===== src/mf3_pkg.sv =====
// shared constants and types of the 3x3 median filter
`timescale 1ns / 1ps

package mf3_pkg;

	localparam int MAX_SIZE_DEF   = 128;
	localparam int PIXEL_BITS_DEF = 8;
	localparam int QUEUE_DEPTH    = 4;
	localparam int WIN_TAPS       = 9;

	localparam int SIZE_BITS = 8;
	localparam logic [SIZE_BITS-1:0] SIZE_RESET = 8'd128;

	// register map: one register, byte address 4*i
	localparam int ADDR_BITS = 3;
	localparam logic [ADDR_BITS-3:0] REG_IMAGE_SIZE = 1'b0;

	typedef struct packed {
		logic                 restart;
		logic [SIZE_BITS-1:0] size;
	} mf3_cfg_t;

endpackage


===== src/mf3_queue.sv =====
// short first-in first-out queue between the front and the sorter
`timescale 1ns / 1ps

module mf3_queue #(
	parameter int W     = 8,
	parameter int DEPTH = 4
) (
	input  logic         clk,
	input  logic         arst_n,
	input  logic         push,
	output logic         full,
	input  logic [W-1:0] wr_data,
	input  logic         pop,
	output logic         valid,
	output logic [W-1:0] rd_data
);
	localparam int PW = (DEPTH > 1) ? $clog2(DEPTH) : 1;
	localparam int CNTW = $clog2(DEPTH + 1);

	logic [W-1:0]    mem_q [DEPTH];
	logic [PW-1:0]   wr_ptr_q;
	logic [PW-1:0]   rd_ptr_q;
	logic [CNTW-1:0] cnt_q;
	logic            do_push;
	logic            do_pop;

	assign full    = (cnt_q == CNTW'(DEPTH));
	assign valid   = (cnt_q != '0);
	assign do_push = push && !full;
	assign do_pop  = pop && valid;
	assign rd_data = mem_q[rd_ptr_q];

	always_ff @(posedge clk) begin
		if (do_push) begin
			mem_q[wr_ptr_q] <= wr_data;
		end
	end

	always_ff @(posedge clk or negedge arst_n) begin
		if (!arst_n) begin
			wr_ptr_q <= '0;
			rd_ptr_q <= '0;
			cnt_q    <= '0;
		end else begin
			if (do_push) begin
				wr_ptr_q <= (wr_ptr_q == PW'(DEPTH - 1)) ? '0 : wr_ptr_q + 1'b1;
			end
			if (do_pop) begin
				rd_ptr_q <= (rd_ptr_q == PW'(DEPTH - 1)) ? '0 : rd_ptr_q + 1'b1;
			end
			if (do_push && !do_pop) begin
				cnt_q <= cnt_q + 1'b1;
			end else if (do_pop && !do_push) begin
				cnt_q <= cnt_q - 1'b1;
			end
		end
	end

endmodule


===== src/mf3_front.sv =====
// front: position counters, line buffers and the 3x3 window
`timescale 1ns / 1ps

module mf3_front #(
	parameter int MAX_SIZE   = 128,
	parameter int PIXEL_BITS = 8,
	parameter int CW         = $clog2(MAX_SIZE),
	parameter int QW         = 9 * PIXEL_BITS + 2 * CW + 1
) (
	input  logic                  clk,
	input  logic                  arst_n,
	input  mf3_pkg::mf3_cfg_t     cfg,
	input  logic                  push,
	output logic                  full,
	input  logic [PIXEL_BITS-1:0] pixel,
	output logic                  q_push,
	input  logic                  q_full,
	output logic [QW-1:0]         q_data
);
	import mf3_pkg::*;

	localparam int NW = CW + 1;

	logic [PIXEL_BITS-1:0] upper_mem [MAX_SIZE];
	logic [PIXEL_BITS-1:0] middle_mem [MAX_SIZE];

	logic [CW-1:0] row_q;
	logic [CW-1:0] col_q;
	logic [NW-1:0] n;
	logic [CW-1:0] r_eff;
	logic [CW-1:0] c_eff;
	logic [NW-1:0] c_inc;
	logic [NW-1:0] r_inc;
	logic          in_go;
	logic          s1_go;

	logic                  vld_s1;
	logic                  emit_s1;
	logic                  last_s1;
	logic [CW-1:0]         col_s1;
	logic [CW-1:0]         orow_s1;
	logic [CW-1:0]         ocol_s1;
	logic [PIXEL_BITS-1:0] pix_s1;
	logic [PIXEL_BITS-1:0] up_rd_s1;
	logic [PIXEL_BITS-1:0] mid_rd_s1;

	logic [WIN_TAPS-1:0][PIXEL_BITS-1:0] win_q;
	logic [WIN_TAPS-1:0][PIXEL_BITS-1:0] win_nx;

	// clamp the size register to the supported range
	always_comb begin
		if (cfg.size < 8'd3) begin
			n = NW'(3);
		end else if (int'(cfg.size) > MAX_SIZE) begin
			n = NW'(MAX_SIZE);
		end else begin
			n = NW'(cfg.size);
		end
	end

	always_comb begin
		if ({1'b0, row_q} >= n || {1'b0, col_q} >= n) begin
			r_eff = '0;
			c_eff = '0;
		end else begin
			r_eff = row_q;
			c_eff = col_q;
		end
		c_inc = {1'b0, c_eff} + 1'b1;
		r_inc = {1'b0, r_eff} + 1'b1;
	end

	assign s1_go = vld_s1 && (!emit_s1 || !q_full);
	assign full  = vld_s1 && !s1_go;
	assign in_go = push && !full;

	// line buffer reads at accept, write-back once the item leaves the stage
	always_ff @(posedge clk) begin
		if (in_go) begin
			up_rd_s1  <= upper_mem[c_eff];
			mid_rd_s1 <= middle_mem[c_eff];
		end
	end

	always_ff @(posedge clk) begin
		if (s1_go) begin
			upper_mem[col_s1]  <= mid_rd_s1;
			middle_mem[col_s1] <= pix_s1;
		end
	end

	always_ff @(posedge clk) begin
		if (in_go) begin
			pix_s1  <= pixel;
			col_s1  <= c_eff;
			orow_s1 <= r_eff - 1'b1;
			ocol_s1 <= c_eff - 1'b1;
			emit_s1 <= (r_eff >= CW'(2)) && (c_eff >= CW'(2));
			last_s1 <= ({1'b0, r_eff} == n - 1'b1) && ({1'b0, c_eff} == n - 1'b1);
		end
	end

	always_ff @(posedge clk or negedge arst_n) begin
		if (!arst_n) begin
			row_q  <= '0;
			col_q  <= '0;
			vld_s1 <= 1'b0;
		end else begin
			if (cfg.restart) begin
				row_q <= '0;
				col_q <= '0;
			end else if (in_go) begin
				if (c_inc >= n) begin
					col_q <= '0;
					row_q <= (r_inc >= n) ? '0 : r_inc[CW-1:0];
				end else begin
					col_q <= c_inc[CW-1:0];
					row_q <= r_eff;
				end
			end
			if (in_go) begin
				vld_s1 <= 1'b1;
			end else if (s1_go) begin
				vld_s1 <= 1'b0;
			end
		end
	end

	// window shifts left, new column on the right
	always_comb begin
		win_nx[0] = win_q[1];
		win_nx[1] = win_q[2];
		win_nx[2] = up_rd_s1;
		win_nx[3] = win_q[4];
		win_nx[4] = win_q[5];
		win_nx[5] = mid_rd_s1;
		win_nx[6] = win_q[7];
		win_nx[7] = win_q[8];
		win_nx[8] = pix_s1;
	end

	always_ff @(posedge clk or negedge arst_n) begin
		if (!arst_n) begin
			win_q <= '0;
		end else if (s1_go) begin
			win_q <= win_nx;
		end
	end

	assign q_push = s1_go && emit_s1;
	assign q_data = {win_nx, orow_s1, ocol_s1, last_s1};

endmodule


===== src/mf3_sort.sv =====
// back: pipelined median-of-nine network with output register
`timescale 1ns / 1ps

module mf3_sort #(
	parameter int PIXEL_BITS = 8,
	parameter int CW         = 7,
	parameter int QW         = 9 * PIXEL_BITS + 2 * CW + 1
) (
	input  logic                  clk,
	input  logic                  arst_n,
	input  logic                  in_valid,
	output logic                  in_ready,
	input  logic [QW-1:0]         in_data,
	output logic                  empty,
	input  logic                  pop,
	output logic [PIXEL_BITS-1:0] median_value,
	output logic [CW-1:0]         out_row,
	output logic [CW-1:0]         out_col,
	output logic                  last_of_image
);
	import mf3_pkg::*;

	localparam int TW = 2 * CW + 1;

	typedef logic [WIN_TAPS-1:0][PIXEL_BITS-1:0] win_t;

	function automatic win_t cas(input win_t w, input int a, input int b);
		win_t r;
		r = w;
		if (w[a] > w[b]) begin
			r[a] = w[b];
			r[b] = w[a];
		end
		return r;
	endfunction

	win_t          win_in;
	logic [TW-1:0] tag_in;
	win_t          nx1;
	win_t          nx2;
	win_t          nx3;
	win_t          nx4;

	logic                  vld_s1, vld_s2, vld_s3, vld_s4;
	logic                  ld1, ld2, ld3, ld4;
	win_t                  win_s1, win_s2, win_s3;
	logic [TW-1:0]         tag_s1, tag_s2, tag_s3, tag_s4;
	logic [PIXEL_BITS-1:0] med_s4;

	assign win_in = in_data[QW-1:TW];
	assign tag_in = in_data[TW-1:0];

	assign ld4      = !vld_s4 || pop;
	assign ld3      = !vld_s3 || ld4;
	assign ld2      = !vld_s2 || ld3;
	assign ld1      = !vld_s1 || ld2;
	assign in_ready = ld1;

	always_comb begin
		nx1 = cas(cas(cas(win_in, 1, 2), 4, 5), 7, 8);
		nx1 = cas(cas(cas(nx1, 0, 1), 3, 4), 6, 7);
		nx2 = cas(cas(cas(win_s1, 1, 2), 4, 5), 7, 8);
		nx2 = cas(cas(cas(nx2, 0, 3), 5, 8), 4, 7);
		nx3 = cas(cas(cas(win_s2, 3, 6), 1, 4), 2, 5);
		nx3 = cas(nx3, 4, 7);
		nx4 = cas(cas(cas(win_s3, 4, 2), 6, 4), 4, 2);
	end

	always_ff @(posedge clk) begin
		if (ld1) begin
			win_s1 <= nx1;
			tag_s1 <= tag_in;
		end
		if (ld2) begin
			win_s2 <= nx2;
			tag_s2 <= tag_s1;
		end
		if (ld3) begin
			win_s3 <= nx3;
			tag_s3 <= tag_s2;
		end
		if (ld4) begin
			med_s4 <= nx4[4];
			tag_s4 <= tag_s3;
		end
	end

	always_ff @(posedge clk or negedge arst_n) begin
		if (!arst_n) begin
			vld_s1 <= 1'b0;
			vld_s2 <= 1'b0;
			vld_s3 <= 1'b0;
			vld_s4 <= 1'b0;
		end else begin
			if (ld1) vld_s1 <= in_valid;
			if (ld2) vld_s2 <= vld_s1;
			if (ld3) vld_s3 <= vld_s2;
			if (ld4) vld_s4 <= vld_s3;
		end
	end

	assign empty         = !vld_s4;
	assign median_value  = med_s4;
	assign out_row       = tag_s4[TW-1:CW+1];
	assign out_col       = tag_s4[CW:1];
	assign last_of_image = tag_s4[0];

endmodule


===== src/median_filter_3x3.sv =====
// top level of the streaming 3x3 median filter
`timescale 1ns / 1ps

// Streaming 3x3 median filter over a square image of image_size by image_size pixels
// (clamped to 3..MAX_SIZE), fed in raster order through a push/full queue port. One
// pixel is taken every clock cycle for as long as results are popped; for each interior
// position a result with its row, column and last-of-image flag reaches the result
// ports after the transfer of the pixel below and to the right of it: the front
// register (line buffer read and window shift) loads on that transfer, then the item
// passes the decoupling queue and the sorting network. Border positions give no
// result. The line buffers are single-entry-per-cycle
// memories with registered reads, read at the column of the accepted pixel and written
// back as that pixel leaves the front; they have no reset and need no clearing pass,
// since never-written entries only reach border positions. Writing image_size restarts
// the image at row 0, column 0 and keeps the line buffer contents; write it only while
// the block is idle.

module median_filter_3x3 #(
	parameter int MAX_SIZE   = mf3_pkg::MAX_SIZE_DEF,
	parameter int PIXEL_BITS = mf3_pkg::PIXEL_BITS_DEF,
	parameter int CW         = $clog2(MAX_SIZE)
) (
	input  logic                          clk,
	input  logic                          arst_n,
	// configuration port
	input  logic                          psel,
	input  logic                          penable,
	input  logic                          pwrite,
	input  logic [mf3_pkg::ADDR_BITS-1:0] paddr,
	input  logic [31:0]                   pwdata,
	output logic [31:0]                   prdata,
	output logic                          pready,
	// pixel input
	input  logic                          push,
	output logic                          full,
	input  logic [PIXEL_BITS-1:0]         pixel,
	// result output
	output logic                          empty,
	input  logic                          pop,
	output logic [PIXEL_BITS-1:0]         median_value,
	output logic [CW-1:0]                 out_row,
	output logic [CW-1:0]                 out_col,
	output logic                          last_of_image
);
	import mf3_pkg::*;

	// queue item: nine window taps, output row and column, last flag
	localparam int QW = WIN_TAPS * PIXEL_BITS + 2 * CW + 1;

	logic [SIZE_BITS-1:0] size_q;
	logic                 cfg_wr;
	mf3_cfg_t             cfg;

	logic          fq_push;
	logic          fq_full;
	logic [QW-1:0] fq_wdata;
	logic          fq_valid;
	logic          fq_pop;
	logic [QW-1:0] fq_rdata;

	// register write on the access phase of a transfer
	assign pready = 1'b1;
	assign cfg_wr = psel && penable && pwrite && pready
		&& (paddr[ADDR_BITS-1:2] == REG_IMAGE_SIZE);

	always_ff @(posedge clk or negedge arst_n) begin
		if (!arst_n) begin
			size_q <= SIZE_RESET;
		end else if (cfg_wr) begin
			size_q <= pwdata[SIZE_BITS-1:0];
		end
	end

	// read-back of the size register, zero elsewhere
	always_comb begin
		if (paddr[ADDR_BITS-1:2] == REG_IMAGE_SIZE) begin
			prdata = {{(32 - SIZE_BITS){1'b0}}, size_q};
		end else begin
			prdata = '0;
		end
	end

	// restart pulse travels with the size so the counters clear on the write
	assign cfg.restart = cfg_wr;
	assign cfg.size    = size_q;

	// front: counters, line buffers, window
	mf3_front #(
		.MAX_SIZE  (MAX_SIZE),
		.PIXEL_BITS(PIXEL_BITS),
		.CW        (CW),
		.QW        (QW)
	) u_front (
		.clk   (clk),
		.arst_n(arst_n),
		.cfg   (cfg),
		.push  (push),
		.full  (full),
		.pixel (pixel),
		.q_push(fq_push),
		.q_full(fq_full),
		.q_data(fq_wdata)
	);

	// decoupling queue so front and sorter stall independently
	mf3_queue #(
		.W    (QW),
		.DEPTH(QUEUE_DEPTH)
	) u_queue (
		.clk    (clk),
		.arst_n (arst_n),
		.push   (fq_push),
		.full   (fq_full),
		.wr_data(fq_wdata),
		.pop    (fq_pop),
		.valid  (fq_valid),
		.rd_data(fq_rdata)
	);

	// back: median network, last stage is the output register
	mf3_sort #(
		.PIXEL_BITS(PIXEL_BITS),
		.CW        (CW),
		.QW        (QW)
	) u_sort (
		.clk          (clk),
		.arst_n       (arst_n),
		.in_valid     (fq_valid),
		.in_ready     (fq_pop),
		.in_data      (fq_rdata),
		.empty        (empty),
		.pop          (pop),
		.median_value (median_value),
		.out_row      (out_row),
		.out_col      (out_col),
		.last_of_image(last_of_image)
	);

endmodule

===== config.mk =====
export PLATFORM = sky130hd
export DESIGN_NAME = median_filter_3x3
export DESIGN_NICKNAME = d
export VERILOG_FILES = /design/src/mf3_pkg.sv /design/src/mf3_queue.sv /design/src/mf3_front.sv /design/src/mf3_sort.sv /design/src/median_filter_3x3.sv
export SDC_FILE = /design/constraint.sdc
export NUM_CORES = 2
export LEC_CHECK = 0
export BUFFER_PORTS_ARGS = -buffer_cell sky130_fd_sc_hd__buf_2
export CAP_MARGIN = 30
export CORE_MARGIN = 4
export CORE_UTILIZATION = 58
export DETAILED_ROUTE_END_ITERATION = 7
export PLACE_DENSITY_LB_ADDON = 0.12
export SLEW_MARGIN = 10
export SYNTH_ARGS = -nofsm -noshare
export SYNTH_HDL_FRONTEND = slang
export SYNTH_SLANG_ARGS = --single-unit
export TNS_END_PERCENT = 50

===== constraint.sdc =====
create_clock -name clk -period 7.77 [get_ports clk]
set_clock_uncertainty 0.1 [all_clocks]
set_input_delay 0.3885 -clock clk [delete_from_list [all_inputs] [get_ports clk]]
set_output_delay 0.3885 -clock clk [all_outputs]
set_load 0.01 [all_outputs]

Word level (Yosys, flattened, before mapping) --
Memories as Yosys holds them, arrays and structs flattened. A register that Yosys moved wholly into a read port is not among the register bits. Cells that the tools add are included.
Word-level totals: input bits 50, output and inout bits 58, register bits after elaboration 333, logic and storage cells 168, memory bits (writable) 2396, memories 3
Operators by class: eq/ne operators 5, add/sub/neg operators 9, reduce and logical (&&, ||, !) cells 33, mux-type cells 43, order comparisons 27, bitwise gates (word level) 1
Memory list:
- u_front.middle_mem | depth 128, bits a word 8, read ports 1, clocked after Yosys merged registers in 1, wr ports 1, line mf3_front.sv:25 | logic [PIXEL_BITS-1:0] middle_mem [MAX_SIZE];
- u_front.upper_mem | depth 128, bits a word 8, read ports 1, clocked after Yosys merged registers in 1, wr ports 1, line mf3_front.sv:24 | logic [PIXEL_BITS-1:0] upper_mem [MAX_SIZE];
- u_queue.mem_q | depth 4, bits a word 87, read ports 1, clocked after Yosys merged registers in 0, wr ports 1, line mf3_queue.sv:20 | logic [W-1:0] mem_q [DEPTH];
Operators by type and width (number):
- > comparator 8 bit | 19
- 2-to-1 mux 16 bit | 9
- 2-to-1 mux 8 bit | 15
- 2-to-1 mux 7 bit | 9
- adder 7 x 1 -> 8 bit (second input constant) | 2
- == test 7 x 8 -> 1 bit | 2
- greater-or-equal comparator 7 x 8 -> 1 bit | 2
- greater-or-equal comparator 8 bit | 2
- greater-or-equal comparator 7 x 2 -> 1 bit (second input constant) | 2
- subtractor 7 x 1 -> 7 bit (second input constant) | 2
- logical AND 1 bit | 13
- logical NOT 1 bit | 10
- > comparator 8 bit (second input constant) | 1
- less-than comparator 8 x 2 -> 1 bit (second input constant) | 1
- subtractor 8 x 1 -> 8 bit (second input constant) | 1
- logical OR 1 bit | 6
- 2-to-1 mux 1 bit | 6
- 2-to-1 mux 3 bit | 2
- nonzero test 2 bit | 3
- adder 2 x 1 -> 2 bit (second input constant) | 2
- == test 2 bit (second input constant) | 2
- 2-to-1 mux 2 bit | 2
- adder 3 x 1 -> 3 bit (second input constant) | 1
- == test 3 bit (second input constant) | 1
- 3 further kinds | 3

Logic depth before layout (Yosys ltp) --
word-level depth 12, mapped depth 31, mapped depth without buffers 30

By module --
From an unflattened synthesis, not the netlist that was laid out.
Unflattened totals: cell total of the unflattened synthesis 7021, area total of the unflattened synthesis 111645.8 um^2
By module, submodules not included:
- mf3_front | area an instance 84861.4 um^2, cells each 5349, sequential area each 64486.8 um^2, times used 1
- mf3_sort | area an instance 13220.2 um^2, cells each 1127, sequential area each 6706.4 um^2, times used 1
- mf3_queue | area an instance 12979.9 um^2, cells each 492, sequential area each 10625.2 um^2, times used 1
- median_filter_3x3 | area an instance 584.3 um^2, cells each 53, sequential area each 201.4 um^2, times used 1

Least setup slack after synthesis --
OpenSTA, ideal clock, no wires.
kind register -> register, start register u_front.col_q[0], end register u_front.row_q[3], period minus slack after synthesis 5975 ps, stages on the path, launching flop included 29, slack 1795 ps, path buffers 9, library setup time 66 ps, required time 7604 ps, arrival 5808 ps, cells stage by stage dfrtp_1 -> buf_2 -> clkinv_1 -> clkbuf_1 -> clkbuf_1 -> buf_1 -> ha_1 -> nand2b_1 -> a2111oi_4 -> nor3_4 -> nor3_2 -> buf_2 -> buf_2 -> buf_1 -> clkbuf_1 -> nand2_1 -> ha_1 -> inv_1 -> ha_1 -> a21o_1 -> a21o_1 -> a21o_1 -> a21o_1 -> a21oi_1 -> nor2b_1 -> o21ai_0 -> and3_1 -> clkbuf_1 -> a22o_1
Between the ends: word-level cells in the longest chain between the ends 9, elaborated cells between the ends (all ways) 12, classes of those cells 2 x add/sub; 3 x order compare; 6 x mux; 1 x reduce/logical
Ends and longest elaborated chain:
- from (decl) | line mf3_front.sv:28 | logic [CW-1:0] col_q;
- from (signal assigned) | line mf3_front.sv:117 | col_q <= c_inc[CW-1:0];
- greater-or-equal comparator 7 x 8 -> 1 bit | line mf3_front.sv:62 | if ({1'b0, row_q} >= n || {1'b0, col_q} >= n) begin
- logical OR 1 bit | line mf3_front.sv:62
- 2-to-1 mux 7 bit | line mf3_front.sv:62
- adder 7 x 1 -> 8 bit | line mf3_front.sv:70 | r_inc = {1'b0, r_eff} + 1'b1;
- named net u_front.r_inc[0] | line mf3_front.sv:33 | logic [NW-1:0] r_inc;
- greater-or-equal comparator 8 bit | line mf3_front.sv:115 | row_q <= (r_inc >= n) ? '0 : r_inc[CW-1:0];
- 2-to-1 mux 7 bit | line mf3_front.sv:115
- 2-to-1 mux 7 bit | line mf3_front.sv:113 | if (c_inc >= n) begin
- 2-to-1 mux 7 bit | line mf3_front.sv:112 | end else if (in_go) begin
- 2-to-1 mux 7 bit | line mf3_front.sv:109 | if (cfg.restart) begin
- to (signal assigned) | line mf3_front.sv:115
- to (signal assigned) | line mf3_front.sv:118 | row_q <= r_eff;
- to (decl) | line mf3_front.sv:27 | logic [CW-1:0] row_q;
The timed path passes the listed nets, and every way through them passes these cells. The select of a mux whose other input is x is not followed. A chain may end at the register's enable or synchronous reset.

Final worst setup path --
start register size_q[4], end register u_front.up_rd_s1[3], read port of u_front.upper_mem, data pin
Between the ends: word-level cells in the longest chain between the ends 6, elaborated cells between the ends (all ways) 8, classes of those cells 4 x order compare; 3 x mux; 1 x reduce/logical
Ends and longest elaborated chain:
- from (decl) | line median_filter_3x3.sv:50 | logic [SIZE_BITS-1:0] size_q;
- from (signal assigned) | line median_filter_3x3.sv:70 | size_q <= pwdata[SIZE_BITS-1:0];
- > comparator 8 bit | line mf3_front.sv:54 | end else if (int'(cfg.size) > MAX_SIZE) begin
- 2-to-1 mux 8 bit | line mf3_front.sv:54
- 2-to-1 mux 8 bit * | line mf3_front.sv:52 | if (cfg.size < 8'd3) begin
- greater-or-equal comparator 7 x 8 -> 1 bit | line mf3_front.sv:62
- logical OR 1 bit * | line mf3_front.sv:62
- 2-to-1 mux 7 bit * | line mf3_front.sv:62
- to (decl) | line mf3_front.sv:44 | logic [PIXEL_BITS-1:0] up_rd_s1;
Every way passes the cells marked *; elsewhere a longest branch is shown, timed or not.

==> results.txt <==
Synth Flop Type = edfxtp_1
Post-Syn Area = 111000 sq um
Maximum vdd drop = 455 uV
Routed wire length = 347 mm
Initial antenna violation count = 25
Setup crit end = u_front.up_rd_s1[3]
Post_cts resized = 0
Vias in the first global route = 65500
Hold crit path type = in -> reg
Stages on worst setup path = 16
Outcome = finished, final reports clean
Critical path arrival = 7.52 ns
Leakage = 43.7 nW
RePlAce Congestion = 1.00
Post-DP HPWL = 210 mm
Achievable frequency = 144 MHz
R2r endpoint = u_front.up_rd_s1[3]
CTS Root Cell = clkbuf_16
Total grt overflow = 0
Area of the die = 199000 sq um
Area growth syn-to-layout = 13.1%
Critical path startpoint = size_q[4]
Sink Count = 2745
CTS H-tree depth = 5
Overall routing resource usage = 34.5%
Setup crit end kind = flip-flop
Slowest cell on crit path = nor2_4
Core Area = 190000 sq um
Largest net degree at the start of global routing = 99
Port-buffer cells = 56
Num CTS Buffers = 294
Library cells used by synthesis = 90
RSZ-0062 raised after global routing = no
Wire per inst = 33.7 microns
CTS tree = built
Reg-to-reg slack, setup = 0.84 ns
Hold Fails Final Rpt = 0
Drt initial violations = 10800
Remaining DRCs = 0
Synth area leader = edfxtp_1
Ys async rst share = 2.99%
Area contributors post-synth = edfxtp_1, mux2i_1, nand2_1
Fin util = 66.0%
Final worst path period share = 89.2%
Post-synthesis sequential area ratio = 73.8%
WP data required = 8.36 ns
Clock-pin slew on the worst setup and hold paths = 0.06 ns
EDFF count, synth = 2663
CP dominant cell by count = nor2_1
Fillers = 13100
Delay-heaviest family, CP = simple AND/OR/NAND/NOR gates
Gate Count Post-Synth = 7179
Clock insertion delay at the later pin of the skew report = 0.95 ns
Worst Tran Pin Value = 1.21 ns
# nets final = 7816
Cells on worst reg2reg path = 16
#FFs+latches synth = 2745
Max cap viols = 0
Final Setup Violations = 0
DIE WIDTH = 446 microns
Pwr per Cell Area = 415 nW/um^2
First-pass GRT wire length = 484 mm
Die H = 446 microns
Initial core utilization = 58.4%
Max Fanout on Critical Path = 18
RR Startpoint = size_q[4]
Proportion of netlist area held by the largest area contributor = 72.0%
Mean Syn Cell Area = 15.5 sq um
Drt first pass iters = 8
CTS max path bufs = 4
Area of the multi-input gates = 27100 sq um
Worst Path Buf+Inv = 1
Row cnt = 160
Vias post-DR = 69400
Setup Crit Path Kind = reg -> reg
Yosys warning count = 0
I/O pin count = 108
Via density = 6.74
Slew Limit Fails = 0
Antenna-violating nets left = 0
Ordered cell list for the critical path = nor2_1, nor4b_1, nor2_1, nor2_1, ha_1, nand2b_1, a2111oi_4, or3_1, nand3_2, nor2_4, a21oi_1, a2111oi_0, buf_4, o31a_1, a311oi_1, or4_1
Minimum clock period = 6.93 ns
Relative slew margins = 18.7%
Critical Path Source Type = flip-flop
Share of cells above drive strength 1 = 14.4%
Slowest stage delay, CP = 0.84 ns
Setup TNS = 0 ns
Total power = 52.1 mW
Reg area = 82000 sq um
what timing repair did:
item                                   in CTS  in global routing
setup buffers                               0                  0
hold buffers                               36                  0
endpoints found under the hold margin      88                  0
layout make-up:
| type | count | share of cell area (%) |
|---|---|---|
| clock buffers | 369 | 6.27 |
| well taps | 2511 | 2.50 |
| clock inverters | 129 | 0.758 |
| multi-input cells | 3912 | 21.6 |
| inverters | 144 | 0.437 |
| flip-flops and latches | 2745 | 65.3 |
| diodes | 15 | 0.0299 |
| repair buffers | 473 | 3.14 |
through the flow:
step	hold WS, ns	instance area [sq um]	worst slack, ns	cells
floorplan	-0.00709	111000	1.80	7202
global placement	0.250	116000	1.01	9720
detailed placement	0.253	116000	1.06	9732
CTS	0.0167	125000	1.09	10300
global route	0.0612	126000	0.559	10300
finish	0.0787	126000	0.841	10300
registers in the layout, summed over array words and instances (netlist names), 3 cells and up:
signal	cells
u_sort.median_value	8
u_sort.tag_s4	15
u_sort.win_s2	56
u_front.up_rd_s1	8
u_front.pix_s1	8
u_sort.nx2	8
u_queue.cnt_q	3
u_front.q_data	48
u_front.col_q	7
u_front.row_q	7
u_front.upper_mem	1024
u_front.middle_mem	1024
u_sort.win_s3	24
u_front.col_s1	7
u_sort.win_s1	64
u_front.mid_rd_s1	8
size_q	8
u_sort.tag_s3	15
u_sort.tag_s1	15
u_front.orow_s1	7
u_queue.mem_q	348
u_front.ocol_s1	7
u_sort.tag_s2	15
metal layers:
| layer | part of all wire (%) | track usage, % | vias up |
|---|---|---|---|
| li1 | - | - | 28700 |
| met1 | 35 | 44.9 | 34700 |
| met2 | 45 | 52.1 | 4959 |
| met3 | 13 | 10.4 | 1026 |
| met4 | 6.7 | 19.7 | 16 |
| met5 | 0.029 | 0 | - |
synthesized netlist by cell type (11+ instances only):
cell and instances:
or3_1 11, o211ai_1 32, clkbuf_1 185, mux2i_1 467
o31ai_1 15, a21o_1 39, o22ai_1 120, nand2_1 816
mux4_2 100, nor4_1 38, a211oi_1 50, mux2_2 131
nand2b_1 29, buf_2 104, a21oi_1 427, a31oi_1 57
a221o_1 19, buf_4 27, o21ai_1 21, o21ai_0 221
nand4_1 42, a222oi_1 14, a221oi_1 73, a22oi_1 103
nor2_1 326, buf_1 83, a22o_1 29, dfrtp_1 81
nor3_1 70, and3_1 23, nor2b_1 34, edfxtp_1 2663
ha_1 195, o221ai_1 21, o21a_1 23, inv_1 138
xnor2_1 15, a2111oi_0 13, nand3_1 172
logic make-up (layout without fill, tap and decap cells):
logic type / after synthesis / count (layout) / synth area share [%]
buffers and inverters: 545 / 1115 / 2.06
AOI/OAI and AO/OA: 1360 / 1360 / 7.85
muxes: 699 / 699 / 7.57
and+or+nand+nor: 1610 / 1610 / 6.32
xor gates and xnor gates: 22 / 22 / 0.173
other: 2 / 40 / 0.00676
DFF: 2745 / 2745 / 73.8
adders and majority gates: 196 / 196 / 2.21
tightest hold or removal path, stage by stage:
cell and delay [ns]:
buf_2 0.11, and4b_1 0.32, o21ai_0 0.23
where the power goes:
group          internal [mW]  total (mW)  switching [mW]
logic                   6.34        19.0            12.7
registers               19.0        20.0           0.931
clock network           7.57        13.1            5.55
total                   32.9        52.1            19.2
layout by cell type, fill, tap and decap left out, drive strengths merged, types with 13 or more instances in the layout:
master and instances:
a2111oi 15, a211oi 50, a21o 39, a21oi 427, a221o 19, a221oi 74, a222oi 14, a22o 29
a22oi 103, a31oi 57, and3 23, buf 435, bufinv 13, clkbuf 372, clkinv 105, conb 25
dfrtp 81, diode 15, dlygate4sd3 35, edfxtp 2663, ha 195, inv 145, mux2 132, mux2i 467
mux4 100, nand2 816, nand2b 29, nand3 172, nand4 43, nor2 328, nor2b 34, nor3 75
nor4 43, o211ai 32, o21a 23, o21ai 242, o221ai 21, o22ai 120, o31ai 15, xnor2 15
worst min path at each step:
stage | end | slack, ns | cells after the start | startpoint
2_1_floorplan | size_q[0] | -0.007 | 0 | arst_n
5_1_grt | u_front.pix_s1[4] | 0.06 | 2 | pixel[4]
6_report | size_q[7] | 0.08 | 3 | pwrite
4_1_cts | u_front.pix_s1[4] | 0.02 | 2 | pixel[4]
3_5_place_dp | u_front.q_data[66] | 0.25 | 1 | arst_n
3_3_place_gp | u_front.q_data[70] | 0.25 | 1 | arst_n
Note: power is estimated with default switching activity, not from simulation.
